==> src/hdl/logic_analyzer_command_decoder_top_defines.svh <==
// ----------------------------------------------------------------------------
// Logic analyser command decoder: assertion macros
// Shared concurrent assertion forms, clocked on clk_i and disabled in reset.
// ----------------------------------------------------------------------------
`ifndef LOGIC_ANALYZER_COMMAND_DECODER_TOP_DEFINES_SVH
`define LOGIC_ANALYZER_COMMAND_DECODER_TOP_DEFINES_SVH

// The consequent must hold in the same cycle as the antecedent.
`define LACD_ASSERT_IMP(lbl, ante, cons, msg) \
  lbl: assert property (@(posedge clk_i) disable iff (!rst_ni) (ante) |-> (cons)) \
    else $error(msg);

// The consequent must hold in the cycle after the antecedent.
`define LACD_ASSERT_NXT(lbl, ante, cons, msg) \
  lbl: assert property (@(posedge clk_i) disable iff (!rst_ni) (ante) |=> (cons)) \
    else $error(msg);

`endif

==> src/hdl/lacd_pkg.sv <==
// ----------------------------------------------------------------------------
// Logic analyser command decoder package
// Opcodes, event codes and the structures passed between the decoder modules.
// ----------------------------------------------------------------------------
package lacd_pkg;

  localparam int NumStages = 4;

  localparam logic [7:0] OpReset   = 8'h00;
  localparam logic [7:0] OpRun     = 8'h01;
  localparam logic [7:0] OpId      = 8'h02;
  localparam logic [7:0] OpMeta    = 8'h04;
  localparam logic [7:0] OpDivider = 8'h80;
  localparam logic [7:0] OpCounts  = 8'h81;
  localparam logic [7:0] OpFlags   = 8'h82;
  localparam logic [7:0] OpTrigMsk = 8'hC0;
  localparam logic [7:0] OpTrigVal = 8'hC1;
  localparam logic [7:0] OpTrigCfg = 8'hC2;
  localparam logic [7:0] OpKindMsk = 8'hF3;

  typedef enum logic [3:0] {
    EV_PENDING   = 4'd0,
    EV_RESET     = 4'd1,
    EV_RUN       = 4'd2,
    EV_ID        = 4'd3,
    EV_META      = 4'd4,
    EV_DIVIDER   = 4'd5,
    EV_COUNTS    = 4'd6,
    EV_FLAGS     = 4'd7,
    EV_TRIGMASK  = 4'd8,
    EV_TRIGVALUE = 4'd9,
    EV_TRIGCFG   = 4'd10,
    EV_UNK_SHORT = 4'd11,
    EV_UNK_LONG  = 4'd12
  } ev_e;

  typedef enum logic [1:0] {
    FR_PEND  = 2'd0,
    FR_SHORT = 2'd1,
    FR_LONG  = 2'd2
  } frame_kind_e;

  typedef struct packed {
    frame_kind_e kind;
    logic [7:0]  opcode;
    logic [31:0] word;
  } frame_t;

  typedef struct packed {
    ev_e         event_res;
    logic [1:0]  stage;
    logic [31:0] arg_value;
    logic [1:0]  trig_level;
    logic [4:0]  trig_channel;
    logic        trig_serial;
    logic        trig_start;
    logic [3:0]  group_off;
    logic [3:0]  flag_bits;
    logic        rle_on;
  } res_t;

endpackage

==> src/hdl/logic_analyzer_command_decoder_top.sv <==
// Each byte is registered in the input byte register, then decoded into the result register.
// Throughput: one byte per cycle unless the output stalls; each byte gives one result.
// Each register stage accepts a new transaction whenever the stage after it can move.
// Reset clears the valid flags and the byte position; no other state needs it.
// ----------------------------------------------------------------------------
// Logic analyser command decoder top level
// Receives command stream bytes and reports one decoded event per byte.
// ----------------------------------------------------------------------------
`include "logic_analyzer_command_decoder_top_defines.svh"

module logic_analyzer_command_decoder_top (
  input  logic        clk_i,
  input  logic        rst_ni,
  input  logic        in_valid_i,
  output logic        in_ready_o,
  input  logic [7:0]  rx_byte_i,
  output logic        out_valid_o,
  input  logic        out_ready_i,
  output logic [3:0]  event_res_o,
  output logic [1:0]  stage_o,
  output logic [31:0] arg_value_o,
  output logic [1:0]  trig_level_o,
  output logic [4:0]  trig_channel_o,
  output logic        trig_serial_o,
  output logic        trig_start_o,
  output logic [3:0]  group_off_o,
  output logic [3:0]  flag_bits_o,
  output logic        rle_on_o
);

  logic             s1_valid_q, s1_valid_d;
  logic [7:0]       s1_byte_q;
  logic             out_valid_q, out_valid_d;
  lacd_pkg::res_t   res_q, res_d;
  lacd_pkg::frame_t frame;
  logic             s1_adv;
  logic             in_acc;

  assign s1_adv      = s1_valid_q && (!out_valid_q || out_ready_i);
  assign in_ready_o  = !s1_valid_q || s1_adv;
  assign in_acc      = in_valid_i && in_ready_o;
  assign s1_valid_d  = in_acc || (s1_valid_q && !s1_adv);
  assign out_valid_d = s1_adv || (out_valid_q && !out_ready_i);

  lacd_frame u_frame (
    .clk_i   (clk_i),
    .rst_ni  (rst_ni),
    .adv_i   (s1_adv),
    .byte_i  (s1_byte_q),
    .frame_o (frame)
  );

  lacd_decode u_decode (
    .frame_i (frame),
    .res_o   (res_d)
  );

  always_ff @(posedge clk_i or negedge rst_ni) begin
    if (!rst_ni) begin
      s1_valid_q  <= 1'b0;
      out_valid_q <= 1'b0;
    end else begin
      s1_valid_q  <= s1_valid_d;
      out_valid_q <= out_valid_d;
    end
  end

  always_ff @(posedge clk_i) begin
    if (in_acc) begin
      s1_byte_q <= rx_byte_i;
    end
    if (s1_adv) begin
      res_q <= res_d;
    end
  end

  assign out_valid_o    = out_valid_q;
  assign event_res_o    = 4'(res_q.event_res);
  assign stage_o        = res_q.stage;
  assign arg_value_o    = res_q.arg_value;
  assign trig_level_o   = res_q.trig_level;
  assign trig_channel_o = res_q.trig_channel;
  assign trig_serial_o  = res_q.trig_serial;
  assign trig_start_o   = res_q.trig_start;
  assign group_off_o    = res_q.group_off;
  assign flag_bits_o    = res_q.flag_bits;
  assign rle_on_o       = res_q.rle_on;

  `LACD_ASSERT_NXT(a_s1_hold, s1_valid_q && !s1_adv, s1_valid_q && $stable(s1_byte_q),
                   "held input byte lost or changed")
  `LACD_ASSERT_IMP(a_stage_trig, out_valid_q && res_q.stage != 2'd0,
                   res_q.event_res == lacd_pkg::EV_TRIGMASK ||
                   res_q.event_res == lacd_pkg::EV_TRIGVALUE ||
                   res_q.event_res == lacd_pkg::EV_TRIGCFG,
                   "stage set on a non-trigger event")
  `LACD_ASSERT_IMP(a_cfg_fields, out_valid_q && res_q.event_res != lacd_pkg::EV_TRIGCFG,
                   res_q.trig_level == 2'd0 && res_q.trig_channel == 5'd0 &&
                   !res_q.trig_serial && !res_q.trig_start,
                   "trigger configuration fields set on another event")

endmodule

==> src/hdl/lacd_frame.sv <==
// ----------------------------------------------------------------------------
// Logic analyser command decoder: command framing
// Tracks the byte position, holds a long opcode and gathers its four argument
// bytes, least significant first, reporting when a command is complete.
// ----------------------------------------------------------------------------
`include "logic_analyzer_command_decoder_top_defines.svh"

module lacd_frame (
  input  logic            clk_i,
  input  logic            rst_ni,
  input  logic            adv_i,
  input  logic [7:0]      byte_i,
  output lacd_pkg::frame_t frame_o
);

  logic [2:0]  pos_q, pos_d;
  logic [7:0]  op_q, op_d;
  logic [31:0] word_q, word_d;
  logic [1:0]  lane;
  logic [31:0] word_next;

  assign lane      = 2'(pos_q - 3'd1);
  assign word_next = word_q | (32'(byte_i) << {lane, 3'b000});

  always_comb begin
    frame_o.kind   = lacd_pkg::FR_PEND;
    frame_o.opcode = op_q;
    frame_o.word   = word_next;
    pos_d          = pos_q;
    op_d           = op_q;
    word_d         = word_q;
    priority if (pos_q == 3'd0) begin
      frame_o.word = '0;
      if (!byte_i[7]) begin
        frame_o.kind   = lacd_pkg::FR_SHORT;
        frame_o.opcode = byte_i;
      end else begin
        pos_d  = 3'd1;
        op_d   = byte_i;
        word_d = '0;
      end
    end else if (pos_q == 3'd4) begin
      frame_o.kind = lacd_pkg::FR_LONG;
      pos_d        = 3'd0;
    end else begin
      pos_d  = pos_q + 3'd1;
      word_d = word_next;
    end
  end

  always_ff @(posedge clk_i or negedge rst_ni) begin
    if (!rst_ni) begin
      pos_q <= 3'd0;
    end else if (adv_i) begin
      pos_q <= pos_d;
    end
  end

  always_ff @(posedge clk_i) begin
    if (adv_i) begin
      op_q   <= op_d;
      word_q <= word_d;
    end
  end

  `LACD_ASSERT_IMP(a_pos_range, 1'b1, pos_q <= 3'd4, "byte position out of range")
  `LACD_ASSERT_IMP(a_op_long, pos_q != 3'd0, op_q[7], "argument bytes without long opcode")
  `LACD_ASSERT_NXT(a_pos_wrap, adv_i && pos_q == 3'd4, pos_q == 3'd0,
                   "position did not return to opcode")

endmodule

==> src/hdl/lacd_decode.sv <==
// ----------------------------------------------------------------------------
// Logic analyser command decoder: command decode
// Turns a framed command into one event with its decoded argument fields.
// ----------------------------------------------------------------------------
module lacd_decode (
  input  lacd_pkg::frame_t frame_i,
  output lacd_pkg::res_t   res_o
);

  logic [7:0] b1, b2, b3, b4;
  logic [1:0] st;
  logic [7:0] kind;
  logic       trig;

  assign b1   = frame_i.word[7:0];
  assign b2   = frame_i.word[15:8];
  assign b3   = frame_i.word[23:16];
  assign b4   = frame_i.word[31:24];
  assign st   = frame_i.opcode[3:2];
  assign kind = frame_i.opcode & lacd_pkg::OpKindMsk;
  assign trig = (kind == lacd_pkg::OpTrigMsk || kind == lacd_pkg::OpTrigVal ||
                 kind == lacd_pkg::OpTrigCfg) && (int'(st) < lacd_pkg::NumStages);

  always_comb begin
    res_o           = '0;
    res_o.event_res = lacd_pkg::EV_PENDING;
    unique case (frame_i.kind)
      lacd_pkg::FR_SHORT: begin
        unique case (frame_i.opcode)
          lacd_pkg::OpReset: res_o.event_res = lacd_pkg::EV_RESET;
          lacd_pkg::OpRun:   res_o.event_res = lacd_pkg::EV_RUN;
          lacd_pkg::OpId:    res_o.event_res = lacd_pkg::EV_ID;
          lacd_pkg::OpMeta:  res_o.event_res = lacd_pkg::EV_META;
          default:           res_o.event_res = lacd_pkg::EV_UNK_SHORT;
        endcase
      end
      lacd_pkg::FR_LONG: begin
        priority if (frame_i.opcode == lacd_pkg::OpDivider) begin
          res_o.event_res = lacd_pkg::EV_DIVIDER;
          res_o.arg_value = {8'h00, frame_i.word[23:0]};
        end else if (frame_i.opcode == lacd_pkg::OpCounts) begin
          res_o.event_res = lacd_pkg::EV_COUNTS;
          res_o.arg_value = frame_i.word;
        end else if (frame_i.opcode == lacd_pkg::OpFlags) begin
          res_o.event_res = lacd_pkg::EV_FLAGS;
          res_o.group_off = b1[5:2];
          res_o.flag_bits = {b1[7:6], b1[1:0]};
          res_o.rle_on    = b2[0];
        end else if (trig && kind == lacd_pkg::OpTrigMsk) begin
          res_o.event_res = lacd_pkg::EV_TRIGMASK;
          res_o.stage     = st;
          res_o.arg_value = frame_i.word;
        end else if (trig && kind == lacd_pkg::OpTrigVal) begin
          res_o.event_res = lacd_pkg::EV_TRIGVALUE;
          res_o.stage     = st;
          res_o.arg_value = frame_i.word;
        end else if (trig) begin
          res_o.event_res    = lacd_pkg::EV_TRIGCFG;
          res_o.stage        = st;
          res_o.arg_value    = {16'h0000, b2, b1};
          res_o.trig_level   = b3[1:0];
          res_o.trig_channel = {b4[0], b3[7:4]};
          res_o.trig_serial  = b4[2];
          res_o.trig_start   = b4[3];
        end else begin
          res_o.event_res = lacd_pkg::EV_UNK_LONG;
          res_o.arg_value = frame_i.word;
        end
      end
      default: begin
        res_o.event_res = lacd_pkg::EV_PENDING;
      end
    endcase
  end

endmodule

==> config.mk <==
export PLATFORM = sky130hd
export DESIGN_NAME = logic_analyzer_command_decoder_top
export DESIGN_NICKNAME = d
export VERILOG_FILES = /design/src/hdl/lacd_pkg.sv /design/src/hdl/logic_analyzer_command_decoder_top.sv /design/src/hdl/lacd_frame.sv /design/src/hdl/lacd_decode.sv
export VERILOG_INCLUDE_DIRS = /design/src /design/src/hdl
export SDC_FILE = /design/constraint.sdc
export NUM_CORES = 1
export LEC_CHECK = 0
export BUFFER_PORTS_ARGS = -buffer_cell sky130_fd_sc_hd__buf_2
export CELL_PAD_IN_SITES_DETAIL_PLACEMENT = 1
export CELL_PAD_IN_SITES_GLOBAL_PLACEMENT = 1
export CORE_MARGIN = 5
export CORE_UTILIZATION = 46
export DETAILED_ROUTE_END_ITERATION = 16
export PLACE_DENSITY_LB_ADDON = 0.12
export SLEW_MARGIN = 10
export SYNTH_ARGS = -nofsm -noshare
export SYNTH_HDL_FRONTEND = slang
export SYNTH_SLANG_ARGS = --single-unit
==> constraint.sdc <==
create_clock -name clk_i -period 4.1 [get_ports clk_i]
set_clock_uncertainty 0.2 [all_clocks]
set_input_delay 0.205 -clock clk_i [delete_from_list [all_inputs] [get_ports clk_i]]
set_output_delay 0.205 -clock clk_i [all_outputs]
set_load 0.05 [all_outputs]
==> impl_metrics.toml <==
[drt]
dr_total_vias = 2852
wl_per_cell_um = 18.99
drc = 0
drtIter0Drc = 133
avgViaCountPerCell = 5.341
postRouteAntennaNets = 0
wl_mm = 10.14
dr.pass1.iters = 4

[power]
peakVddDrop_mv = 0.2770
cellPowerDensity_mw_per_mm2 = 629.5
p_leak_nw = 1.932

[place]
gp_congestion = 0.8591
io_buffers = 69
post-place-ws_ns = 1.195
dp_cells = 507
place_hpwl_mm = 6.863

[floorplan]
pin_count = 70
row_count = 35
fp.dieW_um = 108.1
dieArea_mm2 = 0.01168
fp.coreArea_mm2 = 0.009328
die_y_um = 108.1
initial_core_util_pct = 47.43

[timing]
maxSlewViolCount = 0
final_hold_viol_count = 0
fin_crit_sh_pct = 70.31
hold_ws_ns = 0.05289
rsz0062_at_grt = "no"
max_freq_mhz = 346.9
tightest_slew_ns = 0.6667
tns_ns = 0
fin_crit_ns = 2.883
slew_headroom_pct = 55.46
setup_violations = 0
final.setup.worst_slack_ns = 1.217

[logic_synthesis]
synthXorXnorAreaFrac_pct = 0.1980
yosys.area_share.simple_pct = 15.58
synth_compound_gate_area_share_pct = 7.721
synthMuxAreaShare_pct = 0.9898
synth_top_area_cell = "edfxtp_1"
synth_ff_type = "edfxtp_1"
syn_nets = 336
ys_ff_latch = 108
yosys.cell_count.top_type = "edfxtp_1"
synth_edf_count = 103
syn_inst = 322
synth_adder_area_share_pct = 0.7919
synth_top_family_by_area = "simple AND/OR/NAND/NOR gates"
yosys_warnings = 0
yosysSeqAreaShare_pct = 72.74
synth_area_leaders = "edfxtp_1, nor2_1, a21oi_1, dfrtp_1, nor3_2"
ys_async_sr_fraction_pct = 4.630
avgSynthCellArea_um2 = 13.74
syn-cell-area_mm2 = 0.004424
synth.distinct_cells = 41
synthTopCellsByCount = "edfxtp_1, nor2_1, a21oi_1, clkbuf_1, nor3_2"
yosysTopAreaCellShare_pct = 69.91

[global_route]
antenna_found_initial = 0
first_global_vias = 2956
grt_max_degree = 41
grt-ovfl-total = 0
grt_pass1_wl_mm = 16.13
grtUsageTotal_pct = 18.22

[worst_setup_path]
critPathKind = "flop to flop"
startpoint = "u_frame.pos_q[0]$_DFFE_PN0P_"
worst_ep_arrival_time_ns = 2.77
required_ns = 3.99
rr_startpoint = "u_frame.pos_q[0]$_DFFE_PN0P_"
critPathLaunchType = "flop"
critical_path.max_fanout = 16
endpoint_kind = "flop"

[finish]
final_cells = 534
diodes = 0
area_growth_pct = 17.85
nNetsFinal = 415
drive_gt1_share_pct = 25.93

[clocking]
cts_made_buffers = 9
cts_resized = 0
clockBufferDepth = 2
cts_tree = "done"
clock-sinks = 108
insertion_delay_ns = 0.36
clk_pin_slew_ns = 0.10
cts_root_buf = "clkbuf_8"
htreeDepth = 3

[flow_run]
maxCapViolCount = 0

[worst_hold_path]
hp-class = "primary input to flop"
hp-start = "out_ready_i"

[run_status]
status = "finished, final reports clean"
final cells by class:
class                           instances  area [µm²]
Clock buffer                            9       123.9
Clock inverter                          6       73.82
Fill cell                             938        4114
Inverter                                3       11.26
Multi-Input combinational cell        193        1122
Sequential cell                       108        3218
Tap cell                              129       161.4
Timing Repair Buffer                   86       503.0
state kept, by name, indices dropped and copies added (netlist names), 2 cells and up:
signal,count
arg_value_o,32
s1_byte_q,8
group_off_o,4
stage_o,2
u_frame.op_q,7
flag_bits_o,4
event_res_o,4
trig_level_o,2
u_frame.pos_q,3
trig_channel_o,5
u_frame.word_q,32
timing repair:
action,4_1_cts,5_1_grt
hold endpoints to repair,14,0
setup buffers,0,0
hold buffers,12,0
final timing paths:
| path | to | slack [ns] | cells past startpoint |
|---|---|---|---|
| setup / recovery | arg_value_o[12]$_SDFFCE_PP0P_ | 1.22 | 5 |
| hold / removal | out_valid_o$_DFF_PN0_ | 0.05 | 3 |
| setup reg to reg | arg_value_o[12]$_SDFFCE_PP0P_ | 1.22 | 5 |
| hold reg to reg | u_frame.pos_q[1]$_DFFE_PN0P_ | 0.37 | 2 |
| max in group asynchronous | u_frame.pos_q[0]$_DFFE_PN0P_ | 2.94 | 3 |
| min in group asynchronous | s1_valid_q$_DFF_PN0_ | 0.56 | 3 |
routing by layer:
| layer | up-vias | GRT usage [%] | part of all wire (%) |
|---|---|---|---|
| met4 | 0 | 4.599 | 0.98 |
| met5 | - | 0 | 0 |
| met2 | 63 | 30.91 | 49 |
| met3 | 8 | 3.582 | 4.3 |
| li1 | 1352 | - | - |
| met1 | 1429 | 24.18 | 46 |
cell families (layout without fill, tap and decap cells):
family                     after synthesis  in the layout
AOI/OAI and AO/OA                       55             55
muxes                                    4              4
adders and majority gates                3              3
and+or+nand+nor                        130            130
xor gates and xnor gates                 1              1
buffers and inverters                   21            104
DFF                                    108            108
placed cells by master, fill, tap and decap left out, drive strengths merged, types with 2 or more instances in the layout:
cell type / n
edfxtp: 103
buf: 74
nor2: 69
a21oi: 33
nor3: 20
dlygate4sd3: 12
o211ai: 9
clkbuf: 9
nor3b: 9
nor2b: 6
dfrtp: 5
and2: 5
nand2: 4
nor4: 4
nand2b: 4
mux2i: 4
a41o: 3
nand3: 3
inv: 3
clkinv: 3
o22ai: 2
a41oi: 2
ha: 2
clkinvlp: 2
report_power, final:
group	internal (mW)	total (mW)	switching, mW	leakage (nW)
sequential	1.51	1.62	0.114	1.06
clock	0.285	0.648	0.363	0.0934
combinational	0.263	1.01	0.747	0.774
total	2.06	3.28	1.22	1.93
metrics by stage:
step	total power [mW]	area [µm²]	utilization [%]
final	3.282	5214	55.90
after global placement	2.619	4896	52.49
after global routing	3.472	5214	55.90
after CTS	3.319	5214	55.90
after detailed placement	2.665	4896	52.49
after floorplan	2.391	4424	-
worst max-delay path, stage by stage (launching register included):
cell     delay, ns
dfrtp_1       0.60
inv_1         0.12
ha_1          0.41
or3b_1        0.49
a41o_1        0.65
nor2_1        0.14
No activity file was read; power rests on OpenSTA's default activity.
